**src/hdl/hsv2rgb_pkg.sv**
```systemverilog
// Shared constants and types of the HSV to RGB converter.
package hsv2rgb_pkg;

	localparam int FRACTION_BITS = 6;
	localparam int ONE_Q = 1 << FRACTION_BITS;

	localparam int IDX_W = 8;
	localparam int HUE_W = 15;
	localparam int PCT_W = 13;
	localparam int LVL_W = 8;
	localparam int FN_W = 12;
	localparam int X_W = 25;
	localparam int M_W = PCT_W + X_W;

	// denominator = DEN_CORE * 2^DEN_SHIFT
	localparam int DEN_SHIFT = 3 * FRACTION_BITS;
	localparam int DEN_CORE = 100 * 100 * 60;
	localparam int DEN_W = 20;
	localparam int Y_W = M_W + LVL_W - DEN_SHIFT;

	// reciprocal of DEN_CORE, quotient may come out one low
	localparam int RECIP_SHIFT = 40;
	localparam longint unsigned RECIP = (64'd1 << RECIP_SHIFT) / DEN_CORE;
	localparam int RECIP_W = 21;
	localparam int YK_W = Y_W + RECIP_W;

	localparam int S_TDATA_W = 56;
	localparam int M_TDATA_W = 32;

	localparam logic [HUE_W-1:0] HUE_MAX = HUE_W'(360 * ONE_Q);
	localparam logic [HUE_W-1:0] SECTOR_W = HUE_W'(60 * ONE_Q);
	localparam logic [PCT_W-1:0] PCT_MAX = PCT_W'(100 * ONE_Q);
	localparam logic [X_W-1:0] X_FULL = X_W'(100 * ONE_Q * 60 * ONE_Q);

	typedef enum logic [2:0] {
		SEC_RED_YEL,
		SEC_YEL_GRN,
		SEC_GRN_CYN,
		SEC_CYN_BLU,
		SEC_BLU_MAG,
		SEC_MAG_RED
	} sector_t;

	typedef struct packed {
		logic s1;
		logic s2;
		logic s3;
		logic s4;
		logic s5;
		logic s6;
	} stage_en_t;

endpackage

```
**src/hdl/hsv2rgb_mix.sv**
```systemverilog
// Stages 2 and 3: per-channel chroma terms by sector, then scaling by value.
module hsv2rgb_mix (
	input  logic                            clk,
	input  hsv2rgb_pkg::stage_en_t          en,
	input  hsv2rgb_pkg::sector_t            sector_s1,
	input  logic [hsv2rgb_pkg::FN_W-1:0]    fn_s1,
	input  logic [hsv2rgb_pkg::PCT_W-1:0]   sat_s1,
	input  logic [hsv2rgb_pkg::PCT_W-1:0]   bri_s1,
	output logic [hsv2rgb_pkg::M_W-1:0]     m_red_s3,
	output logic [hsv2rgb_pkg::M_W-1:0]     m_green_s3,
	output logic [hsv2rgb_pkg::M_W-1:0]     m_blue_s3
);

	logic [hsv2rgb_pkg::X_W-1:0]   sat_ext;
	logic [hsv2rgb_pkg::X_W-1:0]   fs_c;
	logic [hsv2rgb_pkg::X_W-1:0]   ft_c;
	logic [hsv2rgb_pkg::X_W-1:0]   xv_c;
	logic [hsv2rgb_pkg::X_W-1:0]   xp_c;
	logic [hsv2rgb_pkg::X_W-1:0]   xq_c;
	logic [hsv2rgb_pkg::X_W-1:0]   xt_c;
	logic [hsv2rgb_pkg::X_W-1:0]   xr_c;
	logic [hsv2rgb_pkg::X_W-1:0]   xg_c;
	logic [hsv2rgb_pkg::X_W-1:0]   xb_c;
	logic [hsv2rgb_pkg::X_W-1:0]   x_red_s2;
	logic [hsv2rgb_pkg::X_W-1:0]   x_green_s2;
	logic [hsv2rgb_pkg::X_W-1:0]   x_blue_s2;
	logic [hsv2rgb_pkg::PCT_W-1:0] bri_s2;

	assign sat_ext = hsv2rgb_pkg::X_W'(sat_s1);
	assign fs_c = hsv2rgb_pkg::X_W'(fn_s1) * sat_ext;
	assign ft_c = hsv2rgb_pkg::X_W'(hsv2rgb_pkg::SECTOR_W - hsv2rgb_pkg::HUE_W'(fn_s1)) * sat_ext;
	assign xv_c = hsv2rgb_pkg::X_FULL;
	assign xp_c = hsv2rgb_pkg::X_W'(hsv2rgb_pkg::PCT_MAX - sat_s1) *
		hsv2rgb_pkg::X_W'(hsv2rgb_pkg::SECTOR_W);
	assign xq_c = hsv2rgb_pkg::X_FULL - fs_c;
	assign xt_c = hsv2rgb_pkg::X_FULL - ft_c;

	always_comb begin
		unique case (sector_s1)
			hsv2rgb_pkg::SEC_RED_YEL: begin
				xr_c = xv_c; xg_c = xt_c; xb_c = xp_c;
			end
			hsv2rgb_pkg::SEC_YEL_GRN: begin
				xr_c = xq_c; xg_c = xv_c; xb_c = xp_c;
			end
			hsv2rgb_pkg::SEC_GRN_CYN: begin
				xr_c = xp_c; xg_c = xv_c; xb_c = xt_c;
			end
			hsv2rgb_pkg::SEC_CYN_BLU: begin
				xr_c = xp_c; xg_c = xq_c; xb_c = xv_c;
			end
			hsv2rgb_pkg::SEC_BLU_MAG: begin
				xr_c = xt_c; xg_c = xp_c; xb_c = xv_c;
			end
			default: begin
				xr_c = xv_c; xg_c = xp_c; xb_c = xq_c;
			end
		endcase
	end

	always_ff @(posedge clk) begin
		if (en.s2) begin
			x_red_s2   <= xr_c;
			x_green_s2 <= xg_c;
			x_blue_s2  <= xb_c;
			bri_s2     <= bri_s1;
		end
	end

	always_ff @(posedge clk) begin
		if (en.s3) begin
			m_red_s3   <= hsv2rgb_pkg::M_W'(bri_s2) * hsv2rgb_pkg::M_W'(x_red_s2);
			m_green_s3 <= hsv2rgb_pkg::M_W'(bri_s2) * hsv2rgb_pkg::M_W'(x_green_s2);
			m_blue_s3  <= hsv2rgb_pkg::M_W'(bri_s2) * hsv2rgb_pkg::M_W'(x_blue_s2);
		end
	end

endmodule

```
**config.mk**
```make
export PLATFORM = sky130hd
export DESIGN_NAME = hsv2rgb_mix
export DESIGN_NICKNAME = d
export VERILOG_FILES = /design/src/hdl/hsv2rgb_pkg.sv /design/src/hdl/hsv2rgb_mix.sv
export SDC_FILE = /design/constraint.sdc
export NUM_CORES = 2
export LEC_CHECK = 0
export BUFFER_PORTS_ARGS = -buffer_cell sky130_fd_sc_hd__buf_4
export CORE_UTILIZATION = 40
export CTS_CLUSTER_DIAMETER = 60
export DETAILED_ROUTE_END_ITERATION = 12
export PLACE_DENSITY_LB_ADDON = 0.05
export SYNTH_ARGS = -nofsm -noshare
export SYNTH_HDL_FRONTEND = slang
export SYNTH_SLANG_ARGS = --single-unit
```
**constraint.sdc**
```tcl
create_clock -name clk -period 18.1 [get_ports clk]
set_input_delay 2.715 -clock clk [delete_from_list [all_inputs] [get_ports clk]]
set_output_delay 2.715 -clock clk [all_outputs]
set_load 0.01 [all_outputs]
```
* Word-level counts from Yosys, hierarchy flattened
Index checks and enable logic that the tools add are counted.
** Word-level totals
- Bits in registers :: 202
- Output and inout bits :: 114
- Logic and storage cells :: 29
** Operators by class
- Add/sub/neg operators :: 4
- Multipliers :: 6
- Eq/ne operators :: 4
- Mux-type cells :: 3
- Reductions and logical operators :: 5
** Operators by type and width (number)
- $pmux 25 s3 :: 3
- $mul 13x25->38 :: 3
- $sub 25x25->25 const A :: 2
- $mul 12x13->25 :: 1
- $mul 13x14->25 :: 1
- $mul 25x4->17 const B :: 1
- $sub 13x13->14 const A :: 1
- $sub 12x12->13 const A :: 1
- $reduce_or 2->1 :: 4
- $eq 3x2->1 const B :: 2
- $eq 3x1->1 const B :: 1
- $eq 3x3->1 const B :: 1
- $logic_not 3->1 :: 1

* Longest topological paths before layout
- Word-level depth :: 4
- Mapped depth :: 29
- Depth with buffers taken out :: 28

* Worst setup path before layout
OpenSTA, ideal clock, no wires.
- Kind :: input port to flip-flop
- Start :: input fn_s1[2] (netlist bit)
- End :: register x_red_s2[24] (netlist bit), data pin
- Setup time :: 0.256 ns
- Arrival time :: 9.339 ns
- Path slack :: 8.504 ns
- Stages on the path :: 26
- Path buffers :: 2
- Cell sequence :: clkbuf_1 nor3_1 nand3_1 nor3_1 xnor2_1 clkbuf_1 and2_1 fa_1 fa_1 inv_1 fa_1 fa_1 fa_1 inv_1 fa_1 inv_1 ha_1 and3_4 a221o_1 a221oi_2 a21oi_2 a211o_1 a21oi_2 xnor2_1 a22oi_1 o22a_1
** Between the ends
- Word-level cells in the longest chain between the ends :: 4
- Elaborated cells on any way between the ends :: 6
** RTL lines
- from (decl) :: RTL line hsv2rgb_mix.sv:6 : input logic [hsv2rgb_pkg::FN_W-1:0] fn_s1,
- $sub 12x12->13 :: RTL line hsv2rgb_mix.sv:31 : assign ft_c = hsv2rgb_pkg::X_W'(hsv2rgb_pkg::SECTOR_W - hsv2rgb_pkg::HUE_W'(fn_s1)) * sat_ext;
- $mul 13x14->25 :: RTL line hsv2rgb_mix.sv:31
- $sub 25x25->25 :: RTL line hsv2rgb_mix.sv:36 : assign xt_c = hsv2rgb_pkg::X_FULL - ft_c;
- $pmux 25 s3 (*) :: RTL line hsv2rgb_mix.sv:39 : unique case (sector_s1)
- net xr_c (one bit) :: RTL line hsv2rgb_mix.sv:21 : logic [hsv2rgb_pkg::X_W-1:0] xr_c;
- to (signal assigned) :: RTL line hsv2rgb_mix.sv:63 : x_red_s2 <= xr_c;
- to (decl) :: RTL line hsv2rgb_mix.sv:24 : logic [hsv2rgb_pkg::X_W-1:0] x_red_s2;
The timed path passes the listed nets; every way through them passes the cells marked *.
A chain may end at the register's enable or synchronous reset.

* Worst setup path in the final report
- Start :: input fn_s1[1] (netlist bit)
- End :: register x_blue_s2[21] (netlist bit), data pin
** Between the ends
- Word-level cells in the longest chain between the ends :: 4
- Elaborated cells on any way between the ends :: 6
** RTL lines
- $sub 12x12->13 :: RTL line hsv2rgb_mix.sv:31
- $mul 13x14->25 :: RTL line hsv2rgb_mix.sv:31
- $sub 25x25->25 :: RTL line hsv2rgb_mix.sv:36
- $pmux 25 s3 (*) :: RTL line hsv2rgb_mix.sv:39
- net xb_c (one bit) :: RTL line hsv2rgb_mix.sv:23 : logic [hsv2rgb_pkg::X_W-1:0] xb_c;
- to (signal assigned) :: RTL line hsv2rgb_mix.sv:65 : x_blue_s2 <= xb_c;
- to (decl) :: RTL line hsv2rgb_mix.sv:26 : logic [hsv2rgb_pkg::X_W-1:0] x_blue_s2;
Marks and branches as above.

==> results.yml <==
floorplan:
  die_x_um: 355.4
  dieHeight_um: 355.4
  start_util_pct: 40.36
  rows: 129
  core-area_um2: 123800
  die_area_um2: 126300
  num_io_pins: 162
finish:
  nets: 6818
  area.growth.synth_to_final_pct: 7.334
  drive_gt1_share_pct: 5.059
min_path:
  min-delay-start: "bri_s2[2]"
  hold_class: "reg -> reg"
timing:
  worst_pin_slew_ns: 1.217
  rsz0062_at_grt: "false"
  final-setup-viol-count: 0
  period_minus_slack_ns: 10.37
  clock_skew_ns: 0.01983
  max_freq_mhz: 96.45
  hold_viol: 0
  slew_violations: 0
  fin_crit_sh_pct: 57.28
  setup_tns_ns: 0
  fin_hold_ws_ns: 1.057
  relSlewSlack_pct: 18.31
setup_path:
  critPathLaunchType: "input pin"
  worstReg2RegStart: "bri_s2[6]"
  cp.arrival_ns: 10.73
  critPathCaptureType: "register"
  crit_start: "fn_s1[1]"
  path_class: "in -> reg"
  crit_fanout: 13
  required_ns: 18.46
clock_tree:
  cts_buffer_depth: 3
  cts_num_sinks: 202
  cts_tree: "built"
  cts.clk_slew.worst_paths_ns: 0.06
  cts-root-buf: "clkbuf_16"
  h-tree-depth: 2
  insertion_delay_ns: 0.58
  cts_made_buffers: 34
  cts.repair.resized: 0
  cts_setup_buffers: 0
  hold_buffers: 0
synthesis:
  synth_cell_types: 77
  synth_top_cell_by_area: "fa_1"
  synthArstFlopShare_pct: 0
  yosysTopAreaCellShare_pct: 40.75
  synth_most_common_cell: "inv_1"
  synth_cells: 5358
  ys_warn_count: 0
  synth.avg_cell_area_um2: 9.326
  ys_ff_latch: 202
  netlist_top_cells_count: "1063 x inv_1, 1017 x fa_1, 822 x nand2_1, 543 x and2_1, 441 x ha_1"
  synth_edf_count: 202
  syn-num-nets: 6864
  synth_area_leaders: "fa_1 41%, edfxtp_1 12%, ha_1 11%"
  synthFlopType: "edfxtp_1"
  mappedNetlistArea_um2: 49970
  ys_seq_area_share_pct: 12.14
place:
  dpl.hpwl_um: 100500
  routabilityCongestion: 0.8190
  numPortBuffers: 157
global_route:
  grt_pass1_vias: 38600
  grt_pass1_wl_um: 217100
  grt_usage_pct: 21.99
  grt.overflow.total: 0
  grt_max_degree: 76
  antenna_found_initial: 4
drt:
  routed-via-count: 35350
  post-route-drc-count: 60
  drt_iter0_markers: 1698
  post_drt_wl_per_cell_um: 19.04
  antenna_left: 0
  vias_per_cell: 5.068
  drt_first_pass_iters: 10
  wl_um: 132800
status:
  status: "complete, but fails checks"
  violations: "DRC"
job:
  drv_cap: 0
==> routing by layer <==
metal | vias up | part of all wire [%] | global-route usage [%]
met5 | - | 0.023 | 0
met4 | 6 | 2.2 | 4.940
met3 | 142 | 4.8 | 3.672
met2 | 637 | 48 | 37.12
met1 | 18250 | 45 | 29.47
li1 | 16320 | - | -
==> logic make-up (layout without fill, tap and decap cells) <==
family          count (synthesis)  after routing  share of synthesized area [%]
compound gates                522            522                          7.011
xor+xnor                      166            166                          2.910
fa+ha+maj                    1458           1458                          51.79
buf+inv                      1335           1314                          10.03
flops                         202            202                          12.14
mux                             4              4                        0.08013
other cells                     0              1                              0
simple gates                 1671           1671                          16.04
==> layout by cell type, fill, tap and decap left out, types with 18 or more instances in the layout <==
master and n:
clkbuf_16 35, and2_1 543, a21o_1 60, o21bai_1 18
a21oi_1 136, nand2b_1 22, fa_1 1017, edfxtp_1 202
ha_1 441, nor3_1 25, nor2_1 138, nand3_1 38
buf_4 189, a22o_1 24, a211oi_1 24, inv_1 1063
xor2_1 57, o21a_1 22, o21ai_0 87, a22oi_1 24
xnor2_1 109, nand2_1 822
==> through the flow <==
step | setup WS [ns] | util (%) | area (um2) | instances
after floorplan | 8.504 | - | 49970 | 5358
after global placement | 7.171 | 42.35 | 52430 | 6913
after detailed placement | 7.064 | 42.35 | 52430 | 6913
after CTS | 7.669 | 43.32 | 53630 | 6974
after global routing | 7.042 | 43.32 | 53630 | 6974
final | 7.732 | 43.32 | 53630 | 6975
==> worst max-delay path, stage by stage <==
cell and delay [ns]:
buf_4 0.16, inv_1 0.21, ha_1 0.26, nand3b_1 0.14, or3_1 0.39, xnor2_1 0.90, nand2_1 0.19, fa_1 0.47
fa_1 0.42, fa_1 0.47, fa_1 0.50, fa_1 0.49, inv_1 0.05, fa_1 0.47, inv_1 0.04, ha_1 0.34
and3_4 0.20, a221o_1 0.37, a21oi_1 0.19, o211ai_1 0.15, a2111oi_0 0.53, nor3_1 0.18, xor2_1 0.38, o21ai_0 0.16
a222oi_1 0.33
==> worst paths after layout <==
path / slack (ns) / end / cells after the start
worst max-delay path: 7.73 / x_blue_s2[21] / 25
worst min-delay path: 1.06 / m_green_s3[2] / 4
worst max register to register: 10.58 / m_green_s3[37] / 18
worst min register to register: 1.06 / m_green_s3[2] / 4
==> sequential cells by signal, summed over array words and instances, names as in the netlist <==
signal      cells
m_blue_s3      38
m_green_s3     38
m_red_s3       38
x_blue_s2      25
x_green_s2     25
x_red_s2       25
bri_s2         13
==> area by class of cell <==
type	instances	area, um2
Antenna cell	1	2.502
Clock buffer	38	887.1
Clock inverter	23	309.0
Fill cell	12400	70170
Inverter	1063	3990
Multi-Input combinational cell	3821	38900
Sequential cell	202	6066
Tap cell	1637	2048
Timing Repair Buffer	190	1430
Power is not shown: default switching activity piles up to over one toggle a cycle in this logic, so the estimate is an artifact.
