`config.mk`:
```
export PLATFORM = sky130hd
export DESIGN_NAME = hsv2rgb_scale
export DESIGN_NICKNAME = d
export VERILOG_FILES = /design/src/hdl/hsv2rgb_pkg.sv /design/src/hdl/hsv2rgb_scale.sv
export SDC_FILE = /design/constraint.sdc
export NUM_CORES = 1
export LEC_CHECK = 0
export BUFFER_PORTS_ARGS = -buffer_cell sky130_fd_sc_hd__buf_2
export CORE_MARGIN = 10
export CORE_UTILIZATION = 55
export CTS_CLUSTER_DIAMETER = 150
export DETAILED_ROUTE_END_ITERATION = 12
export PLACE_DENSITY = 0.72
export SYNTH_ARGS = -nofsm -noshare
export SYNTH_HDL_FRONTEND = slang
export SYNTH_SLANG_ARGS = --single-unit
```
`constraint.sdc`:
```
create_clock -name clk -period 9.3 [get_ports clk]
set_clock_uncertainty 0.1 [all_clocks]
set_input_delay 1.86 -clock clk [delete_from_list [all_inputs] [get_ports clk]]
set_output_delay 1.86 -clock clk [all_outputs]
set_load 0.01 [all_outputs]
```
`src/hdl/hsv2rgb_pkg.sv`:
```
// Shared constants and types of the HSV to RGB converter.
package hsv2rgb_pkg;

	localparam int FRACTION_BITS = 6;
	localparam int ONE_Q = 1 << FRACTION_BITS;

	localparam int IDX_W = 8;
	localparam int HUE_W = 15;
	localparam int PCT_W = 13;
	localparam int LVL_W = 8;
	localparam int FN_W = 12;
	localparam int X_W = 25;
	localparam int M_W = PCT_W + X_W;

	// denominator = DEN_CORE * 2^DEN_SHIFT
	localparam int DEN_SHIFT = 3 * FRACTION_BITS;
	localparam int DEN_CORE = 100 * 100 * 60;
	localparam int DEN_W = 20;
	localparam int Y_W = M_W + LVL_W - DEN_SHIFT;

	// reciprocal of DEN_CORE, quotient may come out one low
	localparam int RECIP_SHIFT = 40;
	localparam longint unsigned RECIP = (64'd1 << RECIP_SHIFT) / DEN_CORE;
	localparam int RECIP_W = 21;
	localparam int YK_W = Y_W + RECIP_W;

	localparam int S_TDATA_W = 56;
	localparam int M_TDATA_W = 32;

	localparam logic [HUE_W-1:0] HUE_MAX = HUE_W'(360 * ONE_Q);
	localparam logic [HUE_W-1:0] SECTOR_W = HUE_W'(60 * ONE_Q);
	localparam logic [PCT_W-1:0] PCT_MAX = PCT_W'(100 * ONE_Q);
	localparam logic [X_W-1:0] X_FULL = X_W'(100 * ONE_Q * 60 * ONE_Q);

	typedef enum logic [2:0] {
		SEC_RED_YEL,
		SEC_YEL_GRN,
		SEC_GRN_CYN,
		SEC_CYN_BLU,
		SEC_BLU_MAG,
		SEC_MAG_RED
	} sector_t;

	typedef struct packed {
		logic s1;
		logic s2;
		logic s3;
		logic s4;
		logic s5;
		logic s6;
	} stage_en_t;

endpackage

```
`src/hdl/hsv2rgb_scale.sv`:
```
// Stages 4 to 6: floor(255 * m / denominator) by reciprocal multiply and one correction.
module hsv2rgb_scale (
	input  logic                            clk,
	input  hsv2rgb_pkg::stage_en_t          en,
	input  logic [hsv2rgb_pkg::M_W-1:0]     m_s3,
	output logic [hsv2rgb_pkg::LVL_W-1:0]   level_s6
);

	localparam int N_W = hsv2rgb_pkg::M_W + hsv2rgb_pkg::LVL_W;

	logic [N_W-1:0]                      n_c;
	logic [hsv2rgb_pkg::Y_W-1:0]         y_s4;
	logic [hsv2rgb_pkg::YK_W-1:0]        yk_c;
	logic [hsv2rgb_pkg::Y_W-1:0]         y_s5;
	logic [hsv2rgb_pkg::LVL_W-1:0]       q0_s5;
	logic [hsv2rgb_pkg::Y_W-1:0]         qd_c;
	logic [hsv2rgb_pkg::Y_W-1:0]         rem_c;

	// 255 * m, then drop the power-of-two part of the denominator
	assign n_c = {m_s3, hsv2rgb_pkg::LVL_W'(0)} - N_W'(m_s3);

	always_ff @(posedge clk) begin
		if (en.s4) begin
			y_s4 <= n_c[N_W-1 -: hsv2rgb_pkg::Y_W];
		end
	end

	assign yk_c = hsv2rgb_pkg::YK_W'(y_s4) * hsv2rgb_pkg::YK_W'(hsv2rgb_pkg::RECIP);

	always_ff @(posedge clk) begin
		if (en.s5) begin
			q0_s5 <= yk_c[hsv2rgb_pkg::RECIP_SHIFT +: hsv2rgb_pkg::LVL_W];
			y_s5  <= y_s4;
		end
	end

	assign qd_c  = hsv2rgb_pkg::Y_W'(q0_s5) * hsv2rgb_pkg::Y_W'(hsv2rgb_pkg::DEN_CORE);
	assign rem_c = y_s5 - qd_c;

	always_ff @(posedge clk) begin
		if (en.s6) begin
			level_s6 <= (rem_c >= hsv2rgb_pkg::Y_W'(hsv2rgb_pkg::DEN_CORE)) ?
				hsv2rgb_pkg::LVL_W'(q0_s5 + hsv2rgb_pkg::LVL_W'(1)) : q0_s5;
		end
	end

endmodule

```
---- Word-level counts from Yosys, hierarchy flattened ----
Index checks and enable logic that the tools add are counted.
storage, ports and cells
  register bits after elaboration ......... 72
  input port bits ......................... 45
  output and inout port bits .............. 8
  word-level logic and storage cells ...... 11
cells by class
  add/sub/neg operators ................... 3
  $mul .................................... 2
  magnitude comparators ................... 1
  muxes and demuxes ....................... 1
operators with widths
  kind                      count
  $mul A28 B21 Y48 const B  1
  $sub A46 B38 Y46          1
  $ge A28 B20 Y1 const B    1
  $sub A28 B28 Y28          1
  $mul A8 B14 Y22 const B   1
  $add A8 B1 Y8 const B     1
  $mux W8                   1

---- Logic depth before layout (Yosys ltp) ----
Gate-level depths: netlist of the first run.
  word-level depth ........................ 4
  gate-level depth with buffers ........... 28
  gate-level depth less buffers ........... 28

---- Least setup slack after synthesis of the first run ----
Ideal clock, no wire load.
  path kind ............................... reg2reg
  from .................................... register q0_s5[5] (netlist name)
  to ...................................... register level_s6[7] (netlist name) (data pin)
  setup time .............................. 0.270 ns
  arrival time ............................ 6.673 ns
  path slack .............................. 2.257 ns
  cell stages (with the launch flop) ...... 26
  buffers on the path ..................... 0
  cells stage by stage .................... edfxtp_1 fa_1 inv_1 fa_1 inv_1 fa_1 fa_1 ha_1 nor2b_1 nor4_1 nor2b_1 a21o_1 a21oi_1 o21bai_1 a21oi_1 xor2_1 ha_1 and3_1 nand3_1 a2111oi_2 nor4_4 xnor2_1 or4b_4 a211oi_4 a311oi_1 xor2_1
on the way
  cells in the longest elaborated chain, start to end .. 4
ends and longest elaborated chain
  item                      RTL line             RTL
  start: declaration        hsv2rgb_scale.sv:15  logic [hsv2rgb_pkg::LVL_W-1:0] q0_s5;
  start signal: assignment  hsv2rgb_scale.sv:32  q0_s5 <= yk_c[hsv2rgb_pkg::RECIP_SHIFT +: hsv2rgb_pkg::LVL_W];
  $mul A8 B14 Y22           hsv2rgb_scale.sv:37  assign qd_c = hsv2rgb_pkg::Y_W'(q0_s5) * hsv2rgb_pkg::Y_W'(hsv2rgb_pkg::DEN_CORE);
  $sub A28 B28 Y28          hsv2rgb_scale.sv:38  assign rem_c = y_s5 - qd_c;
  $ge A28 B20 Y1            hsv2rgb_scale.sv:42  level_s6 <= (rem_c >= hsv2rgb_pkg::Y_W'(hsv2rgb_pkg::DEN_CORE)) ?
  $mux W8 *                 hsv2rgb_scale.sv:42
  end signal: assignment    hsv2rgb_scale.sv:42
  end: declaration          hsv2rgb_scale.sv:6   output logic [hsv2rgb_pkg::LVL_W-1:0] level_s6
Mark *: on every way between the ends. The rest lies on a longest branch, timed or not.
A chain may end at the register's enable or synchronous reset.

---- Final worst setup path of the first run ----
  from .................................... register y_s4[12] (netlist name)
  to ...................................... register q0_s5[7] (netlist name) (data pin)
on the way
  cells in the longest elaborated chain, start to end .. 1
ends and longest elaborated chain
  item                      RTL line             RTL
  start: declaration        hsv2rgb_scale.sv:12  logic [hsv2rgb_pkg::Y_W-1:0] y_s4;
  start signal: assignment  hsv2rgb_scale.sv:24  y_s4 <= n_c[N_W-1 -: hsv2rgb_pkg::Y_W];
  $mul A28 B21 Y48          hsv2rgb_scale.sv:28  assign yk_c = hsv2rgb_pkg::YK_W'(y_s4) * hsv2rgb_pkg::YK_W'(hsv2rgb_pkg::RECIP);
  named net yk_c, one bit   hsv2rgb_scale.sv:13  logic [hsv2rgb_pkg::YK_W-1:0] yk_c;
The timed path passes the listed nets, and every way through them passes these cells.

==> results of run 1 <==
cells in the mapped netlist (15+ instances only):
cell and n:
a21o_1 49, a21oi_1 61, edfxtp_1 66, fa_1 263, ha_1 282, inv_1 405, nand2_1 33, nand3_1 23
nand4_1 15, nor2_1 40, o21ai_0 34, xnor2_1 41, xor2_1 26
cells in the final DEF, fill, tap and decap left out, types with 8 or more instances in the layout:
| cell type | count |
|---|---|
| a211oi_1 | 9 |
| a21o_1 | 49 |
| a21oi_1 | 61 |
| a31oi_1 | 10 |
| and3_1 | 8 |
| buf_2 | 49 |
| clkbuf_16 | 9 |
| edfxtp_1 | 66 |
| fa_1 | 263 |
| ha_1 | 282 |
| inv_1 | 405 |
| nand2_1 | 33 |
| nand2b_1 | 11 |
| nand3_1 | 23 |
| nand4_1 | 15 |
| nor2_1 | 40 |
| nor2b_1 | 11 |
| nor3_1 | 11 |
| o21ai_0 | 34 |
| xnor2_1 | 41 |
| xor2_1 | 26 |
state kept, by name, indices dropped and copies added, names as in the netlist:
register,cells
q0_s5,8
y_s5,22
y_s4,28
level_s6,8
routing by layer:
layer	part of all wire, %	vias up	routed length (um)	track usage [%]
li1	-	5221	-	-
met1	44	5442	15890	27.56
met2	48	264	17250	35.16
met3	5.5	50	2000	3.877
met4	2.5	0	909	6.013
met5	0	-	0	0
stage by stage:
step	hold slack, ns	worst slack, ns	utilization (%)	cells
after floorplan	0.3840	2.257	-	1543
after global placement	0.5631	1.482	58.66	1964
after detailed placement	0.5666	1.336	58.66	1964
after CTS	0.5732	1.309	59.91	1980
after global routing	0.5747	0.9184	59.91	1980
final	0.5735	1.273	59.91	1980
worst register-to-register path: stages (launching register included):
cell and delay [ns]:
edfxtp_1 0.61, fa_1 0.69, fa_1 0.57, inv_1 0.05, fa_1 0.49, fa_1 0.58
inv_1 0.06, fa_1 0.50, fa_1 0.57, fa_1 0.43, ha_1 0.36, nand4_1 0.13
nor4_1 0.68, o21ai_0 0.20, nor2_1 0.35, a32oi_1 0.31, o31ai_1 0.56, o41ai_1 0.19
o21ba_2 0.24, xnor2_1 0.12
cell type report:
type	instances	area [um2]
inverters	405	1520
fillers	2400	11260
repair buffers	49	245.2
clock inverters	7	123.9
clock buffers	9	225.2
multi-input cells	1066	12260
well taps	378	473.0
flip-flops and latches	66	1982
final timing paths:
check / endpoint / cells after the start / from
worst min register to register: y_s5[26] / 0 / y_s4[26]
worst max register to register: q0_s5[7] / 19 / y_s4[12]
worst min-delay path: y_s5[26] / 0 / y_s4[26]
worst max-delay path: q0_s5[7] / 19 / y_s4[12]
cells by family (layout without fill, tap and decap cells):
kind of cell / count (synthesis) / after routing / synth area share, %
buffers and inverters: 411 / 470 / 9.861
AND/OR/NAND/NOR: 194 / 194 / 6.614
AO/OA/AOI/OAI: 258 / 258 / 11.46
adder cells (fa/ha/maj): 545 / 545 / 55.67
multiplexers: 2 / 2 / 0.1347
flip-flops: 66 / 66 / 12.55
XOR/XNOR: 67 / 67 / 3.715
==> impl_metrics.yaml, run 1 <==
finish:
  syn_to_final_growth_pct: 6.519
  diodes: 0
  drive_gt1_share_pct: 5.930
  fin_nets: 2187
  stdcell_area_mm2: 0.01683
job:
  maxCapViolCount: 0
critical_path:
  crit_top_cell: "fa_1"
  critPathMaxFanout: 7
  crit_chain: "fa_1 -> fa_1 -> inv_1 -> fa_1 -> fa_1 -> inv_1 -> fa_1 -> fa_1 -> fa_1 -> ha_1 -> nand4_1 -> nor4_1 -> o21ai_0 -> nor2_1 -> a32oi_1 -> o31ai_1 -> o41ai_1 -> o21ba_2 -> xnor2_1"
  cp_slowest_stage_delay_ns: 0.69
  slowest_stage: "fa_1"
  crit_buf_inv: 2
  cp-start-kind: "register"
  critPathKind: "reg -> reg"
  required_ns: 9.30
  path_delay_family: "adder cells"
  r2r_setup_slack_ns: 1.27
  end_kind: "register"
  crit_arrival_ns: 8.02
clock_tree:
  h-tree-depth: 3
  cts.hold.buffers_added: 0
  clock-sinks: 66
  cts_tree: "yes"
  ctsResizeCount: 0
  cts_root_buf: "clkbuf_16"
  cts_buffer_depth: 2
  cts_buffers: 9
  worstSkewPairLatency_ns: 0.34
  cts_setup_buffers: 0
  cts.reportedPaths.clkPinSlew_ns: 0.06
sta:
  maxSlewHeadroom_pct: 47.05
  fin_crit_sh_pct: 86.31
  fin_crit_ns: 8.027
  hold_violations: 0
  finalSetupTns_ns: 0
  setup-violations-final: 0
  drv_slew: 0
  tightest_slew_ns: 0.7870
  rsz0062_at_grt: "no"
  max_clock_freq_mhz: 124.6
status:
  status: "finished clean"
synth:
  synth-seq-area-share_pct: 12.55
  ys_top_cells_by_area: "fa_1 (33%), ha_1 (22%), edfxtp_1 (13%)"
  yosysUniqueCellTypes: 79
  yosysWarningCount: 0
  netlist.area_leader.share_pct: 33.33
  async_reset_ff_share_pct: 0
  synth_edf_count: 66
  synth_nets: 2133
  synth_cells: 1543
  syn-cell-area_mm2: 0.01580
  yosysTopAreaCell: "fa_1"
  synth-seq-cells: 66
  synth_flop_cell: "edfxtp_1"
  avgSynthCellArea_um2: 10.24
global_route:
  grt_pass1_vias: 12070
  track_usage_pct: 21.13
  antenna_found_initial: 1
  grt_max_degree: 31
  grt_overflow_total: 0
  grt_first_pass_wirelength_mm: 60.46
floorplan:
  ioPinCount: 53
  core_mm2: 0.02809
  start_util_pct: 56.24
  rows: 61
  dieArea_mm2: 0.03590
  die_x_um: 189.5
  die_h_um: 189.5
drt:
  drc: 0
  ant_nets: 0
  viasPerCell: 5.544
  drt_iter0_drc: 541
  detail_route.wl_per_cell_um: 18.21
  drtPass1Iterations: 5
  num_vias: 10980
  finalWirelength_mm: 36.05
placement:
  globalplace.congestion: 0.9768
  io_buffers: 49
  placed_area_mm2: 0.01648
  dp_hpwl_mm: 32.05
hold_path:
  hold_path.class: "reg -> reg"
Power of run 1 is left out: the tool's default activity adds up to more than one toggle a clock period on the data nets, which glitch-free logic cannot reach.
==> run 2, diff against run 1 <==
--- a/config.mk
+++ b/config.mk
@@ -6,11 +6,13 @@
 export NUM_CORES = 1
 export LEC_CHECK = 0
 export BUFFER_PORTS_ARGS = -buffer_cell sky130_fd_sc_hd__buf_2
+export CELL_PAD_IN_SITES_DETAIL_PLACEMENT = 0
+export CELL_PAD_IN_SITES_GLOBAL_PLACEMENT = 1
 export CORE_MARGIN = 10
-export CORE_UTILIZATION = 55
+export CORE_UTILIZATION = 52
 export CTS_CLUSTER_DIAMETER = 150
 export DETAILED_ROUTE_END_ITERATION = 12
-export PLACE_DENSITY = 0.72
+export PLACE_DENSITY_LB_ADDON = 0.1
 export SYNTH_ARGS = -nofsm -noshare
 export SYNTH_HDL_FRONTEND = slang
 export SYNTH_SLANG_ARGS = --single-unit
==> impl_metrics.yaml, run 2 (synthesized netlist as in run 1, its figures left out) <==
status:
  status: "finished clean"
critical_path:
  rr_startpoint: "y_s4[13]"
  cp-start-kind: "register"
  crit_chain: "fa_1 -> fa_1 -> inv_1 -> fa_1 -> fa_1 -> inv_1 -> fa_1 -> fa_1 -> fa_1 -> ha_1 -> nand4_1 -> nor4_1 -> o21ai_0 -> nor2_1 -> a32oi_1 -> o31ai_1 -> o41ai_1 -> o21ba_2 -> xnor2_1"
  slowest_stage: "edfxtp_1"
  cp_slowest_stage_delay_ns: 0.65
  critPathKind: "reg -> reg"
  crit_top_cell: "fa_1"
  required_ns: 9.29
  rr_worst_depth: 19
  end_kind: "register"
  worstReg2RegEnd: "q0_s5[7]"
  critPathMaxFanout: 7
  r2r_setup_slack_ns: 1.29
  crit_arrival_ns: 8.00
placement:
  globalplace.congestion: 0.9093
  io_buffers: 49
  post-place-ws_ns: 1.310
  dp_hpwl_mm: 33.86
sta:
  hold_slack_ns: 0.5877
  maxSlewHeadroom_pct: 44.58
  fin_crit_ns: 8.015
  fin_crit_sh_pct: 86.18
  hold_violations: 0
  setup-violations-final: 0
  rsz0062_at_grt: "no"
  tightest_slew_ns: 0.8313
  finalSetupTns_ns: 0
  max_clock_freq_mhz: 124.8
  setup_ws_ns: 1.285
  drv_slew: 0
hold_path:
  hold_path.class: "reg -> reg"
  hold_depth: 0
  hold_path_end: "y_s5[26]"
  hp-start: "y_s4[26]"
clock_tree:
  cts_tree: "yes"
  cts_buffers: 9
  clock-sinks: 66
  cts_setup_buffers: 0
  h-tree-depth: 3
  cts_buffer_depth: 2
  worstSkewPairLatency_ns: 0.35
  cts.hold.buffers_added: 0
  cts_root_buf: "clkbuf_16"
  ctsResizeCount: 0
  cts.reportedPaths.clkPinSlew_ns: 0.06
global_route:
  grt_first_pass_wirelength_mm: 62.60
  grt_max_degree: 31
  track_usage_pct: 20.86
  grt_overflow_total: 0
  antenna_found_initial: 0
  grt_pass1_vias: 11570
drt:
  drtPass1Iterations: 4
  detail_route.wl_per_cell_um: 18.91
  viasPerCell: 5.393
  ant_nets: 0
  drt_iter0_drc: 571
  finalWirelength_mm: 37.65
  drc: 0
  num_vias: 10740
floorplan:
  die_x_um: 194.3
  rows: 63
  ioPinCount: 53
  core_mm2: 0.02980
  die_h_um: 194.3
  start_util_pct: 53.02
  dieArea_mm2: 0.03775
finish:
  syn_to_final_growth_pct: 6.146
  diodes: 0
  largest_reg_flops: 28
  final_util_pct: 56.27
  largest-register: "y_s4"
  layout_common_cells: "inv_1 (405), ha_1 (282), fa_1 (263), edfxtp_1 (66), a21oi_1 (61)"
  drive_gt1_share_pct: 5.621
  reg_top3: "y_s4 (28), y_s5 (22)"
  fin_nets: 2187
  final_common_cell: "inv_1"
job:
  maxCapViolCount: 0
[run 2: cell count changes in the layout (fill, tap and decap cells not counted), sizes merged]
cell	change
bufinv	-2
clkbuf	+1
inv	-2
clkinv	+3
clkinvlp	-1
[run 2: final cells by class]
class	instances	area [um2]
fill	2686	13030
clock inverter	5	46.29
sequential	66	1982
clock buffer	10	229.0
multi-input combinational	1066	12260
tap	390	488.0
inverter	405	1520
timing repair buffer	49	245.2
[run 2: worst max-delay path by stage]
stage,startpoint,endpoint,slack [ns],cells past startpoint
after floorplan,q0_s5[5],level_s6[7],2.26,25
after global placement,y_s4[12],q0_s5[7],1.33,19
after detailed placement,y_s4[12],q0_s5[7],1.31,19
after CTS,y_s4[13],q0_s5[7],1.26,19
after global routing,q0_s5[0],level_s6[7],0.87,27
final,y_s4[13],q0_s5[7],1.29,19
[run 2: per-layer routing]
layer	vias to the layer above	share of wire [%]	track usage (%)
li1	5231	-	-
met1	5296	48	29.60
met2	190	45	32.73
met3	20	5.0	3.958
met4	0	1.2	3.805
met5	-	0	0
[run 2: worst max-delay path: cells and delay by family, from the launching register on]
| kind | cells | cell delay, ns |
|---|---|---|
| compound gates | 5 | 1.63 |
| xor+xnor | 1 | 0.11 |
| fa+ha+maj | 8 | 4.16 |
| buf+inv | 2 | 0.11 |
| flops | 1 | 0.65 |
| simple gates | 3 | 0.96 |
[run 2: through the flow]
stage	cells	cell area (um2)
2_1_floorplan	1543	15800
3_3_place_gp	1976	16490
3_5_place_dp	1976	16490
4_1_cts	1991	16770
5_1_grt	1991	16770
6_report	1991	16770
Power of run 2 is left out for the same reason.
