<file path="config.mk">
export PLATFORM = sky130hd
export DESIGN_NAME = hsv2rgb_sector
export DESIGN_NICKNAME = d
export VERILOG_FILES = /design/src/hdl/hsv2rgb_pkg.sv /design/src/hdl/hsv2rgb_sector.sv
export SDC_FILE = /design/constraint.sdc
export NUM_CORES = 1
export LEC_CHECK = 0
export ABC_AREA = 0
export BUFFER_PORTS_ARGS = -buffer_cell sky130_fd_sc_hd__buf_4
export CORE_ASPECT_RATIO = 1.4
export CORE_UTILIZATION = 42
export CTS_BUF_LIST = sky130_fd_sc_hd__clkbuf_16
export CTS_CLUSTER_SIZE = 10
export DETAILED_ROUTE_END_ITERATION = 12
export PLACE_DENSITY = 0.84
export SLEW_MARGIN = 5
export SYNTH_ARGS = -nofsm -noshare
export SYNTH_HDL_FRONTEND = slang
export SYNTH_SLANG_ARGS = --single-unit
</file>
<file path="constraint.sdc">
create_clock -name clk -period 2 [get_ports clk]
set_input_delay 0.1 -clock clk [delete_from_list [all_inputs] [get_ports clk]]
set_output_delay 0.1 -clock clk [all_outputs]
set_load 0.005 [all_outputs]
</file>
<file path="src/hdl/hsv2rgb_pkg.sv">
// Shared constants and types of the HSV to RGB converter.
package hsv2rgb_pkg;

	localparam int FRACTION_BITS = 6;
	localparam int ONE_Q = 1 << FRACTION_BITS;

	localparam int IDX_W = 8;
	localparam int HUE_W = 15;
	localparam int PCT_W = 13;
	localparam int LVL_W = 8;
	localparam int FN_W = 12;
	localparam int X_W = 25;
	localparam int M_W = PCT_W + X_W;

	// denominator = DEN_CORE * 2^DEN_SHIFT
	localparam int DEN_SHIFT = 3 * FRACTION_BITS;
	localparam int DEN_CORE = 100 * 100 * 60;
	localparam int DEN_W = 20;
	localparam int Y_W = M_W + LVL_W - DEN_SHIFT;

	// reciprocal of DEN_CORE, quotient may come out one low
	localparam int RECIP_SHIFT = 40;
	localparam longint unsigned RECIP = (64'd1 << RECIP_SHIFT) / DEN_CORE;
	localparam int RECIP_W = 21;
	localparam int YK_W = Y_W + RECIP_W;

	localparam int S_TDATA_W = 56;
	localparam int M_TDATA_W = 32;

	localparam logic [HUE_W-1:0] HUE_MAX = HUE_W'(360 * ONE_Q);
	localparam logic [HUE_W-1:0] SECTOR_W = HUE_W'(60 * ONE_Q);
	localparam logic [PCT_W-1:0] PCT_MAX = PCT_W'(100 * ONE_Q);
	localparam logic [X_W-1:0] X_FULL = X_W'(100 * ONE_Q * 60 * ONE_Q);

	typedef enum logic [2:0] {
		SEC_RED_YEL,
		SEC_YEL_GRN,
		SEC_GRN_CYN,
		SEC_CYN_BLU,
		SEC_BLU_MAG,
		SEC_MAG_RED
	} sector_t;

	typedef struct packed {
		logic s1;
		logic s2;
		logic s3;
		logic s4;
		logic s5;
		logic s6;
	} stage_en_t;

endpackage

</file>
<file path="src/hdl/hsv2rgb_sector.sv">
// Stage 1: input clamping, hue sector and offset within the sector.
module hsv2rgb_sector (
	input  logic                            clk,
	input  hsv2rgb_pkg::stage_en_t          en,
	input  logic [hsv2rgb_pkg::HUE_W-1:0]   hue,
	input  logic [hsv2rgb_pkg::PCT_W-1:0]   sat,
	input  logic [hsv2rgb_pkg::PCT_W-1:0]   bri,
	output hsv2rgb_pkg::sector_t            sector_s1,
	output logic [hsv2rgb_pkg::FN_W-1:0]    fn_s1,
	output logic [hsv2rgb_pkg::PCT_W-1:0]   sat_s1,
	output logic [hsv2rgb_pkg::PCT_W-1:0]   bri_s1
);

	logic [hsv2rgb_pkg::HUE_W-1:0] hue_c;
	logic [hsv2rgb_pkg::HUE_W-1:0] base_c;
	hsv2rgb_pkg::sector_t          sec_c;

	assign hue_c = (hue > hsv2rgb_pkg::HUE_MAX) ? hsv2rgb_pkg::HUE_MAX : hue;

	// full circle wraps to the first sector with zero offset
	always_comb begin
		if (hue_c >= hsv2rgb_pkg::HUE_MAX) begin
			sec_c  = hsv2rgb_pkg::SEC_RED_YEL;
			base_c = hsv2rgb_pkg::HUE_MAX;
		end else if (hue_c >= hsv2rgb_pkg::HUE_W'(5 * hsv2rgb_pkg::SECTOR_W)) begin
			sec_c  = hsv2rgb_pkg::SEC_MAG_RED;
			base_c = hsv2rgb_pkg::HUE_W'(5 * hsv2rgb_pkg::SECTOR_W);
		end else if (hue_c >= hsv2rgb_pkg::HUE_W'(4 * hsv2rgb_pkg::SECTOR_W)) begin
			sec_c  = hsv2rgb_pkg::SEC_BLU_MAG;
			base_c = hsv2rgb_pkg::HUE_W'(4 * hsv2rgb_pkg::SECTOR_W);
		end else if (hue_c >= hsv2rgb_pkg::HUE_W'(3 * hsv2rgb_pkg::SECTOR_W)) begin
			sec_c  = hsv2rgb_pkg::SEC_CYN_BLU;
			base_c = hsv2rgb_pkg::HUE_W'(3 * hsv2rgb_pkg::SECTOR_W);
		end else if (hue_c >= hsv2rgb_pkg::HUE_W'(2 * hsv2rgb_pkg::SECTOR_W)) begin
			sec_c  = hsv2rgb_pkg::SEC_GRN_CYN;
			base_c = hsv2rgb_pkg::HUE_W'(2 * hsv2rgb_pkg::SECTOR_W);
		end else if (hue_c >= hsv2rgb_pkg::SECTOR_W) begin
			sec_c  = hsv2rgb_pkg::SEC_YEL_GRN;
			base_c = hsv2rgb_pkg::SECTOR_W;
		end else begin
			sec_c  = hsv2rgb_pkg::SEC_RED_YEL;
			base_c = '0;
		end
	end

	always_ff @(posedge clk) begin
		if (en.s1) begin
			sector_s1 <= sec_c;
			fn_s1     <= hsv2rgb_pkg::FN_W'(hue_c - base_c);
			sat_s1    <= (sat > hsv2rgb_pkg::PCT_MAX) ? hsv2rgb_pkg::PCT_MAX : sat;
			bri_s1    <= (bri > hsv2rgb_pkg::PCT_MAX) ? hsv2rgb_pkg::PCT_MAX : bri;
		end
	end

endmodule

</file>
== Word level (Yosys, flattened, before mapping) ==
Cells that the tools add are included.
W data, S select, Z words.
Storage, ports and cells
  register bits: 41
  input bits: 48
  output and inout port bits: 41
  logic and storage cells: 28
Cells by class
  add/sub/neg operators: 1
  order comparisons: 9
  multiplexer cells: 12
  reduce and logical (&&, ||, !) cells: 1
Operator list (number)
  $mux W12: 6
  $ge A15 B14 Y1 const B: 2
  $ge A15 B15 Y1 const B: 2
  $gt A13 B13 Y1 const B: 2
  $ge A15 B12 Y1 const B: 1
  $ge A15 B13 Y1 const B: 1
  $gt A15 B15 Y1 const B: 1
  $mux W15: 1
  $sub A12 B12 Y12: 1
  $mux W3: 2
  $mux W2: 2
  $reduce_or A3 Y1: 1
  $mux W1: 1

== Longest topological paths before layout ==
Gate-level depths: netlist of run 1.
  depth after elaboration: 10
  depth in mapped cells: 10
  gate-level depth less buffers: 9

== Worst setup path before layout of run 1 ==
Ideal clock, no wire load.
  path kind: input to register
  from: input port hue[1] (netlist name)
  to: register fn_s1[11] (netlist name) (data pin)
  setup time: 0.267 ns
  arrival: 1.628 ns
  data required time: 1.733 ns
  path slack: 0.106 ns
  cell stages on the path: 8
  path buffers: 0
  path through: or4_1 -> nor2_1 -> a41o_2 -> a2bb2oi_1 -> ha_1 -> a21o_1 -> a21oi_1 -> xor2_1
Between the ends
  cells in the longest elaborated chain, start to end: 10
  elaborated cells on any way between the ends: 15
  those cells by class: add/sub (1); order compare (7); mux (7)
RTL lines
  from (decl): RTL line hsv2rgb_sector.sv:5  | input logic [hsv2rgb_pkg::HUE_W-1:0] hue,
  $gt A15 B15 Y1: RTL line hsv2rgb_sector.sv:18  | assign hue_c = (hue > hsv2rgb_pkg::HUE_MAX) ? hsv2rgb_pkg::HUE_MAX : hue;
  $mux W15 (*): RTL line hsv2rgb_sector.sv:18
  $ge A15 B12 Y1: RTL line hsv2rgb_sector.sv:37  | end else if (hue_c >= hsv2rgb_pkg::SECTOR_W) begin
  $mux W12: RTL line hsv2rgb_sector.sv:37
  $mux W12: RTL line hsv2rgb_sector.sv:34  | end else if (hue_c >= hsv2rgb_pkg::HUE_W'(2 * hsv2rgb_pkg::SECTOR_W)) begin
  $mux W12: RTL line hsv2rgb_sector.sv:31  | end else if (hue_c >= hsv2rgb_pkg::HUE_W'(3 * hsv2rgb_pkg::SECTOR_W)) begin
  $mux W12: RTL line hsv2rgb_sector.sv:28  | end else if (hue_c >= hsv2rgb_pkg::HUE_W'(4 * hsv2rgb_pkg::SECTOR_W)) begin
  $mux W12: RTL line hsv2rgb_sector.sv:25  | end else if (hue_c >= hsv2rgb_pkg::HUE_W'(5 * hsv2rgb_pkg::SECTOR_W)) begin
  $mux W12: RTL line hsv2rgb_sector.sv:22  | if (hue_c >= hsv2rgb_pkg::HUE_MAX) begin
  $sub A12 B12 Y12 (*): RTL line hsv2rgb_sector.sv:49  | fn_s1 <= hsv2rgb_pkg::FN_W'(hue_c - base_c);
  to (signal assigned): RTL line hsv2rgb_sector.sv:49
  to (decl): RTL line hsv2rgb_sector.sv:9  | output logic [hsv2rgb_pkg::FN_W-1:0] fn_s1,
Every way passes the cells marked *; elsewhere a longest branch is shown, timed or not.
A chain may end at the register's enable or synchronous reset.

== Worst setup path in the final report of run 1 ==
Ends and elaborated chain as after synthesis.

==> metrics list, run 1 <==
- Area leader, netlist: sky130_fd_sc_hd__edfxtp_1
* Clock transition at the registers of the reported paths: ~0.060 ns
- The net count of the finished layout is 288.
- WP data required: roughly 2 ns
- In this run the mean area of a mapped cell was ~13 sq um.
- Antenna violations before repair: 0
- Area of the placeable core: about 0.0043 sq mm
- Number of instances in the placed design: 289
* Via-to-Cell Ratio: 4.818
- Compared with the post-synthesis result, the final layout area differs by 43.51%.
* Cts-stage hold buffer count: 0
- Distinct cell type count after synthesis: 39
* Area after detailed placement: approximately 0.0026 sq mm
- The finished cells cover about 0.0028 sq mm.
- Setup repair after global routing left no endpoint under its margin.
* Least-Margin Pin Slew: between 0.4 and 0.5 ns
- The analysis attributes to cell leakage a power of between 1 and 1.5 nW.
* Critical path startpoint: hue[1]
* Die extent in y: approximately 80 um
- STA classifies the critical path startpoint as a primary input.
* Total standard cell area after synthesis: around 0.0019 sq mm
- Seq/Total Area, Yosys: 0.6352
* Proportion of netlist area held by the largest area contributor: 0.6352
* Clock buffers created by TritonCTS: 5
* Synthesized net count: between 200 and 250
- Power per cell area: 824.4 mW/mm^2
- # port buffers: 83
- Global-route track usage on met1: 0.1719
- Count of clock tree sinks: 41
- The final hold violation count is 0.
- The first global-routing pass estimated around 5.9 mm of wire.
* Met2 track demand over resource: 0.3180
* GRT Residual Overflow: 0
- Share of the clock period used by the worst path after layout: 0.9169
- Total negative setup slack: 0 ns
- After technology mapping, the gate count stands at about 150.
- Achievable frequency: ~550 MHz
- The critical path is of the primary input to register type.
- Antenna Diode Count: 0
- Minimum period implied by the final worst setup slack: approximately 1.8 ns
- Crit path arrival time: approximately 1.9 ns
- Once layout is complete, the cells apart from fillers number 296.
- The clock tree synthesis step divided the H-tree into 2 levels.
- The worst hold path begins at sat[12].
- Headroom to the max-slew limit: 0.6703
- Hold is met by 0.01154 ns.
- OpenSTA, run right after detailed placement, puts the worst setup slack at -0.09334 ns.
- The congestion estimate from routability-driven global placement came to about 0.84.
- Layer with the highest usage: met2
* WL per Instance: approximately 13 um
- Setup violations remaining at the end of the flow were counted as 0.
* # resized after CTS: 0
* Vias: approximately 1400
- Total track usage: 0.1683
- Via count of the first global-routing pass: about 1400
- The number of setup buffers added after CTS is 0.
- Met3 track utilization from global routing: 0.05296
- Row generation in the floorplan step produced 28 rows.
- Half-perimeter wire length of the detailed placement result: just over 3 mm
- Share of synthesized flip-flops with an asynchronous set or reset: 0
* Number of synthesized register bits: 41
- Drc violations: 0
* Longest Clk Path Bufs: 2
- Root Driver: sky130_fd_sc_hd__clkbuf_16
* Synth Warn #: 0
* Antenna violation net count after detailed routing: 0
* Ratio of cells with drive above 1 in the final layout: 0.4322
- Setup crit end kind: register
* CTS tree: done
- 1st-pass router iterations: 5
* Result of the run: finished clean
- The path class of the tightest hold or removal check is primary input to register.
- In this run, the number of DRC markers left after iteration 0 of detailed routing was 27.
* Most instantiated flip-flop cell in the synthesis netlist: sky130_fd_sc_hd__edfxtp_1
- Total Routed Length: roughly 3.8 mm
* Die footprint: just under 0.005 sq mm
* Maximum number of pins on one net before global-route repair: 42
- In this run the horizontal extent of the chip is between 50 and 60 um.
- IR analysis of the VDD net gives a maximum drop of between 0.5 and 0.6 mV.
- Max-cap check violation count: 0
- Worst-path maximum fanout: 4
- Setup WS post-layout: ~0.17 ns
- For this design the top-level I/O count stands at 89.
- The max-slew violation total from the final report is 0.
- For this configuration, the core starts out at a cell density of 0.4498.
- Yosys mapped a number of flops with a built-in enable equal to slightly above 40.
* Cells taking the most area after synthesis: sky130_fd_sc_hd__edfxtp_1 64%, sky130_fd_sc_hd__nor2b_1 5.5%, sky130_fd_sc_hd__and2_1 4.2%, sky130_fd_sc_hd__ha_1 1.9%, sky130_fd_sc_hd__nor2_1 1.9%
-- final cells by class --
cell class,count,area [sq um]
Clock inverter,2,35.03
Fill cell,342,1528
Inverter,6,22.52
Tap cell,60,75.07
Multi-Input combinational cell,95,639.4
Sequential cell,41,1231
Timing Repair Buffer,87,653.1
Clock buffer,5,125.1
-- worst max-delay path, stage by stage --
cell and delay, ns:
sky130_fd_sc_hd__buf_4 0.11, sky130_fd_sc_hd__or4_1 0.52, sky130_fd_sc_hd__nor2_1 0.11, sky130_fd_sc_hd__a41o_2 0.23, sky130_fd_sc_hd__a2bb2oi_1 0.07, sky130_fd_sc_hd__ha_1 0.29
sky130_fd_sc_hd__a21o_1 0.16, sky130_fd_sc_hd__a21oi_1 0.17, sky130_fd_sc_hd__xor2_1 0.08
-- report_power, final --
part           switching [mW]  internal, mW
logic                   0.154         0.211
registers              0.0224          1.05
clock network           0.281         0.578
total                   0.458          1.84
-- synthesized netlist by cell type (2+ instances only) --
cell                        n
sky130_fd_sc_hd__ha_1       3
sky130_fd_sc_hd__or4_1      3
sky130_fd_sc_hd__nand4_1    2
sky130_fd_sc_hd__nor2b_1   17
sky130_fd_sc_hd__or4_4      2
sky130_fd_sc_hd__a21oi_1    3
sky130_fd_sc_hd__o21ai_2    3
sky130_fd_sc_hd__nor2_1    10
sky130_fd_sc_hd__clkbuf_1   8
sky130_fd_sc_hd__inv_1      6
sky130_fd_sc_hd__edfxtp_1  41
sky130_fd_sc_hd__a21oi_2    2
sky130_fd_sc_hd__nand2_1    5
sky130_fd_sc_hd__and3_1     2
sky130_fd_sc_hd__o21ai_0    5
sky130_fd_sc_hd__buf_4      2
sky130_fd_sc_hd__nand3_1    2
sky130_fd_sc_hd__or2_1      2
sky130_fd_sc_hd__o211ai_1   2
sky130_fd_sc_hd__and2_1    13
-- per-stage QoR --
stage          total power, mW    util
6_report                 2.293  0.6455
3_5_place_dp             1.456  0.6083
3_3_place_gp             1.444  0.6083
4_1_cts                  2.320  0.6455
2_1_floorplan            1.219       -
5_1_grt                  2.402  0.6455
-- registers in the layout (all words and copies together) (netlist names) --
name,flops
bri_s1,13
fn_s1,12
sat_s1,13
sector_s1,3
-- final timing paths --
check	slack [ns]	endpoint	depth (start not counted)
hold / removal	0.01	sat_s1[12]$_SDFFCE_PN1P_	1
setup / recovery	0.17	fn_s1[11]$_DFFE_PP_	9
-- layer usage --
layer	part of all wire	vias up
met5	0	-
met4	0.0047	0
met3	0.075	2
met2	0.58	65
met1	0.34	640
li1	-	719
-- cell families (layout without fill, tap and decap cells) --
family,after synthesis,after routing,synth area share
compound gates,24,24,0.09168
xor+xnor,2,2,0.009040
fa+ha+maj,5,5,0.03486
buf+inv,16,100,0.03486
flops,41,41,0.6352
simple gates,64,64,0.1943
-- cell usage in the layout, fill, tap and decap left out, types with 5 or more instances in the layout --
master                      synthesis  final
sky130_fd_sc_hd__inv_1              6      6
sky130_fd_sc_hd__edfxtp_1          41     41
sky130_fd_sc_hd__and2_1            13     13
sky130_fd_sc_hd__nand2_1            5      5
sky130_fd_sc_hd__o21ai_0            5      5
sky130_fd_sc_hd__clkbuf_16          0      5
sky130_fd_sc_hd__nor2b_1           17     17
sky130_fd_sc_hd__nor2_1            10     10
sky130_fd_sc_hd__buf_4              2     87
Note: power is estimated with default switching activity, not from simulation.
==> run 2, diff against run 1 <==
- SETUP_SLACK_MARGIN: not set -> 0.2
==> run 2 against run 1 <==
  * Combinational power up 3%
  * Maximum frequency up 1.4%
  * Sequential share of layout area decreased by 0.47 points
  * Clock-buffer cell count did not move
  * Largest power group unchanged
  * Hold slack better by 0.0027 ns
  * Via count rose by 3.7%
  * Non-clock buffer count increased by 1
  * Wire length grew 1.7%
  * Cell area rose by 1.1%
  * Power increased by 0.44%
  * Largest cell class unchanged
  * Critical endpoint unchanged
  * Final cell count is 0.68% higher
  * Worst setup slack better by 0.026 ns
==> metrics list, run 2 (synthesized netlist as in run 1, its figures left out) <==
* Setup crit end kind: register
* Max-slew violations: 0 (unchanged)
- The relative max-transition margin was 0.6619 (-0.008379).
- Number of nets at the end of the flow: 289 (+0.35%)
- Crit path arrival time: 1.82 ns (-0.03 ns)
- The worst-case clock buffer depth was 2 (unchanged).
- The biggest fanout along the worst timing path came to 3 (-1).
- The row count was 28 (unchanged).
- The aggregate routed wire length was 3.915 mm (+1.7%).
- The slowest stage of the critical path belongs to the cell sky130_fd_sc_hd__or4_4.
* Via count of the first global-routing pass: 1370 (+0.15%)
- The number of primary I/O pins is 89 (unchanged).
- Worst hold-check path type: primary input to register
* Static power due to leakage: 1.177 nW (+0.91%)
- The minimum clock period after layout came to 1.808 ns (-0.02560 ns).
* Cts-stage hold buffer count: 0 (unchanged)
- The post-detailed-placement half-perimeter wirelength is 2.977 mm (-1.9%).
* Startpoint type of the worst setup path: primary input
- The slew at the pin closest to its max-slew limit was 0.5072 ns (+0.01257 ns).
- First-pass GRT wire length: 5.934 mm (+0.12%)
- The final routed wire length divided by cell count is 13.14 um (+1.0%).
- The tree is rooted in a sky130_fd_sc_hd__clkbuf_16.
* Antenna violation net count after detailed routing: 0 (unchanged)
* Achievable frequency: 553.0 MHz (+1.4%)
- Clock transition at the registers of the reported paths: 0.05 ns (about the same)
- In the layout the commonest cells are 87 x sky130_fd_sc_hd__buf_4, 41 x sky130_fd_sc_hd__edfxtp_1, 17 x sky130_fd_sc_hd__nor2b_1.
- Weighted congestion at the end of routability-driven global placement: 0.8271 (-2.0%)
- Crit path cell chain: buf_4 > or4_4 > nor2_1 > a41o_2 > a2bb2oi_2 > ha_1 > a21o_1 > a21oi_2 > xor2_1
- Relative to the synthesized area, the layout overhead comes to 45.06%.
- # port buffers: 83 (unchanged)
- The count of clock tree sinks is 41 (unchanged).
- The horizontal die dimension was 59.41 um (unchanged).
- Share of the clock period used by the worst path after layout: 0.9041 (-0.01280)
* Result of the run: finished clean
- The non-filler instance count after layout is 298 (+0.68%).
* Cell class contributing the biggest share of worst-path delay: compound AO/OA/AOI/OAI gates
- Number of instances in the placed design: 288 (-0.35%)
- Die extent in y: 82.38 um (unchanged)
- The number of endpoints failing setup at the final stage came to 0 (unchanged).
- Regs by FF count: bri_s1 (13), sat_s1 (13), fn_s1 (12)
- The library cell used most frequently in the layout, excluding fill and tap cells, is sky130_fd_sc_hd__buf_4.
- The power per standard cell area is 819.2 mW/mm^2 (-0.64%).
- Unrepaired setup endpoints after global routing: no
- Area after detailed placement: 0.002620 sq mm (about the same)
- The effective utilization at floorplan came to 0.4498 (unchanged).
- Area of the placeable core: 0.004309 sq mm (unchanged)
- Ratio of cells with drive above 1 in the final layout: 0.4454 (+0.01317)
- Final standard cell area without fillers: 0.002811 sq mm (+1.1%)
* Worst slack after detailed placement: -0.07175 ns (+0.02159 ns)
* Number of buffers and inverters on the critical path: 1 (unchanged)
- Die footprint: 0.004894 sq mm (unchanged)
- Drc violations: 0 (unchanged)
- The utilization after layout came to 0.6524 (+0.006969).
- The total clock buffers created by CTS was 5 (unchanged).
* Setup WS post-layout: 0.1918 ns (+0.02560 ns)
- The final hold violation count is 0 (unchanged).
- The sum of negative setup slack came to 0 ns (unchanged).
- The routed via count was 1479 (+3.7%).
- The largest net degree at the start of global routing is 42 (unchanged).
- The via-per-instance ratio was 4.963 (+3.0%).
- TritonCTS built the clock tree.
- The deepest level of the CTS H-tree is 2 (unchanged).
- Antenna Diode Count: 0 (unchanged)
* 1st-pass router iterations: 4 (-1)
- The number of DRC violations after detailed-routing iteration 0 came to 65 (+140%).
- The worst ir drop on vdd was 0.4338 mV (-27%).
- The critical path data required time is 2.01 ns (about the same).
* Antenna violations before repair: 0 (unchanged)
- Max-cap check violation count: 0 (unchanged)
- The remaining global-route overflow was 0 (unchanged).
* Critical path class: primary input to register
- Delay of the slowest critical-path stage: 0.50 ns (-0.02 ns)
- The global-route usage over all layers is 0.1637 (-0.004523).
-- run 2: repair_timing --
item | CTS | global route
resized for setup | 0 | 3
buffers inserted | 0 | 2
endpoints found under the setup margin | 0 | 1
-- run 2: worst paths after layout --
path	cells after the start	slack, ns	startpoint	endpoint
hold / removal	1	0.01	bri[11]	bri_s1[11]$_SDFFCE_PN1P_
setup / recovery	9	0.19	hue[2]	fn_s1[11]$_DFFE_PP_
-- run 2: metrics by stage --
stage	hold WS [ns]	total power, mW
2_1_floorplan	0.2125	1.222
3_3_place_gp	0.2881	1.446
3_5_place_dp	0.2923	1.460
4_1_cts	0.007771	2.326
5_1_grt	0.003869	2.411
6_report	0.01429	2.303
-- run 2: power by group --
part / internal, mW / switching [mW] / leakage (nW)
Combinational: 0.217 / 0.159 / 0.695
Clock: 0.579 / 0.280 / 0.0826
Sequential: 1.05 / 0.0223 / 0.399
-- run 2: final cells by class --
class / count / area, sq um
Clock inverter: 3 / 37.54
Clock buffer: 5 / 125.1
Inverter: 6 / 22.52
Sequential cell: 41 / 1231
Fill cell: 347 / 1498
Tap cell: 60 / 75.07
Multi-Input combinational cell: 95 / 655.6
Timing Repair Buffer: 88 / 664.4
-- run 2: per-layer routing --
metal	GRT usage	share of wire	up-vias
li1	-	-	720
met1	0.1591	0.34	691
met2	0.3146	0.58	62
met3	0.05296	0.071	6
met4	0.05714	0.010	0
met5	0	0	-
==> run 3, diff against run 2 <==
- BUFFER_PORTS_ARGS: -buffer_cell sky130_fd_sc_hd__buf_4 -> not set
- CORE_UTILIZATION: 42 -> 56
- DONT_BUFFER_PORTS: not set -> 1
- PLACE_DENSITY: 0.84 -> 0.82
- SLEW_MARGIN: 5 -> not set
==> run 3 against run 2 <==
  * Power down 14%
  * Maximum frequency up 6.8%
  * Wire length down 6.9%
  * Combinational power down 57%
  * Die area down 24%
  * Sequential power about the same
  * Final cell count down 35%
  * Hold slack worse by 0.0083 ns
  * Largest power group unchanged
  * Highest routed layer unchanged
==> metrics list, run 3 (synthesized netlist as in run 1, its figures left out) <==
- The number of endpoints failing setup at the final stage is 0 (unchanged).
- Ratio of cells with drive above 1 in the final layout: 0.1218 (-0.3236)
* Least-Margin Pin Slew: 0.3811 ns (-0.1261 ns)
- Cts-stage hold buffer count: 5 (+5)
- The aggregate routed wire length came to 3.645 mm (-6.9%).
- The top achievable clock speed was 590.6 MHz (+6.8%).
- The worst setup path is launched from a primary input.
- In this run the most critical hold path is launched from sat[8].
* Antenna violation net count after detailed routing: 0 (unchanged)
- Boundary pin count: 89 (unchanged)
- The post-detailed-placement half-perimeter wirelength was 2.656 mm (-11%).
- Site row count: 24 (-14%)
- The deepest level of the CTS H-tree was 2 (unchanged).
* Unrepaired setup endpoints after global routing: no
- Max-slew violations: 0 (unchanged)
* Number of nets at the end of the flow: 207 (-28%)
- Area of the placeable core: 0.003213 sq mm (-25%)
- Chip width: 51.72 um (-13%)
* Post-synthesis to final-layout area growth: 11.17%
- The antenna diode count was 0 (unchanged).
* Static power due to leakage: 0.7735 nW (-34%)
- The total clock buffers created by CTS is 5 (unchanged).
- The worst stage delay on the critical path was 0.52 ns (+0.02 ns).
- The number of setup buffers added after CTS is 0 (unchanged).
- The library cell used most frequently in the layout, excluding fill and tap cells, is sky130_fd_sc_hd__edfxtp_1.
- Headroom to the max-slew limit: 0.7459 (+0.08405)
* Critical path class: primary input to register
* Drc violations: 0 (unchanged)
- Longest Clk Path Bufs: 2 (unchanged)
- The reported max-cap violation count is 0 (unchanged).
* Die footprint: 0.003703 sq mm (-24%)
* Crit path arrival time: 1.70 ns (-0.12 ns)
- Worst hold endpoint: sat_s1[8]$_SDFFCE_PN1P_
- Weighted congestion at the end of routability-driven global placement: 0.8296 (+0.30%)
- The number of DRC violations after detailed-routing iteration 0 came to 57 (-12%).
- Leading cell types in the layout, fill and taps excluded: 41 x sky130_fd_sc_hd__edfxtp_1, 17 x sky130_fd_sc_hd__nor2b_1, 13 x sky130_fd_sc_hd__and2_1
* Die extent in y: 71.61 um (-13%)
- Crit path cell chain: or4_1 > nor2_1 > a41o_2 > a2bb2oi_1 > ha_1 > a21o_1 > a21oi_2 > xor2_1
* Root Driver: sky130_fd_sc_hd__clkbuf_16
- The via count of the first global-routing pass is 1193 (-13%).
- The effective utilization at floorplan was 0.6032 (+0.1534).
- WL per Instance: 18.69 um (+42%)
- TritonCTS built the clock tree.
- The number of port buffers came to 0 (-100%).
- The number of cells upsized or downsized after cts was 0 (unchanged).
- The flow ran to the end, and the final reports show no timing, DRC or antenna violations.
- The buffer and inverter count on the worst path was 0 (-1).
* Share of the clock period used by the worst path after layout: 0.8467 (-0.05747)
* Regs by FF count: bri_s1 (13), sat_s1 (13), fn_s1 (12)
* Clock transition at the registers of the reported paths: 0.06 ns (about the same)
- GRT Residual Overflow: 0 (unchanged)
- Peak supply drop: 0.5517 mV (+27%)
* Worst hold-check path type: primary input to register
- The minimum clock period after layout came to 1.693 ns (-0.1149 ns).
* Cell class contributing the biggest share of worst-path delay: simple AND/OR/NAND/NOR gates
* Slowest stage cell on the critical path: sky130_fd_sc_hd__or4_1
- The largest net degree at the start of global routing is 42 (unchanged).
- The via-per-instance ratio came to 6.190 (+25%).
* Antenna violations before repair: 0 (unchanged)
* Worst-path maximum fanout: 4 (+1)
- The worst hold-check slack was 0.005970 ns (-0.008316 ns).
* 1st-pass router iterations: 4 (unchanged)
- Worst Hold Depth: 1 (unchanged)
- The final hold violation count was 0 (unchanged).
- The global-route usage over all layers was 0.1995 (+0.03572).
- The worst setup path is captured at a register.
- The routed via count was 1207 (-18%).
- WP data required: 2.01 ns (about the same)
- Count of clock tree sinks: 41 (unchanged)
* Total negative setup slack: 0 ns (unchanged)
- The power per standard cell area was 922.3 mW/mm^2 (+13%).
- The first-pass GRT wire length is 5.292 mm (-11%).
==> run 3: worst max-delay path by stage <==
| stage | start | end | slack [ns] | cells past startpoint |
|---|---|---|---|---|
| 2_1_floorplan | hue[1] | fn_s1[11]$_DFFE_PP_ | 0.14 | 8 |
| 3_3_place_gp | hue[1] | fn_s1[11]$_DFFE_PP_ | 0.08 | 8 |
| 3_5_place_dp | hue[1] | fn_s1[11]$_DFFE_PP_ | 0.03 | 8 |
| 4_1_cts | hue[1] | fn_s1[11]$_DFFE_PP_ | 0.31 | 8 |
| 5_1_grt | hue[1] | fn_s1[11]$_DFFE_PP_ | 0.22 | 8 |
| 6_report | hue[1] | fn_s1[11]$_DFFE_PP_ | 0.31 | 8 |
==> run 3: area by class of cell <==
class,instances,area [sq um]
timing repair buffer,6,67.56
fill,226,1059
sequential,41,1231
clock inverter,3,13.76
tap,39,48.80
multi-input combinational,95,645.6
inverter,6,22.52
clock buffer,5,125.1
==> run 3: metal layers <==
| layer | share of wire | track usage | wire length, um | vias to the layer above |
|---|---|---|---|---|
| met5 | 0 | 0 | 0 | - |
| met4 | 0.019 | 0.1051 | 70 | 0 |
| met3 | 0.10 | 0.06369 | 369 | 6 |
| met2 | 0.52 | 0.3579 | 1912 | 83 |
| met1 | 0.35 | 0.1977 | 1292 | 559 |
| li1 | - | - | - | 559 |
==> run 3: per-stage QoR <==
step,util,setup WS [ns],cells,instance area [sq um],power [mW]
after floorplan,-,0.1363,152,1944,1.222
after global placement,0.6086,0.07542,182,1956,1.233
after detailed placement,0.6086,0.03494,182,1956,1.248
after CTS,0.6706,0.3132,195,2155,1.996
after global routing,0.6706,0.2241,195,2155,2.047
final,0.6706,0.3067,195,2155,1.987
==> run 3: where the power goes <==
group | total, mW | switching (mW) | internal, mW
Combinational | 0.161 | 0.0834 | 0.0779
Sequential | 1.09 | 0.0439 | 1.05
Clock | 0.733 | 0.281 | 0.452
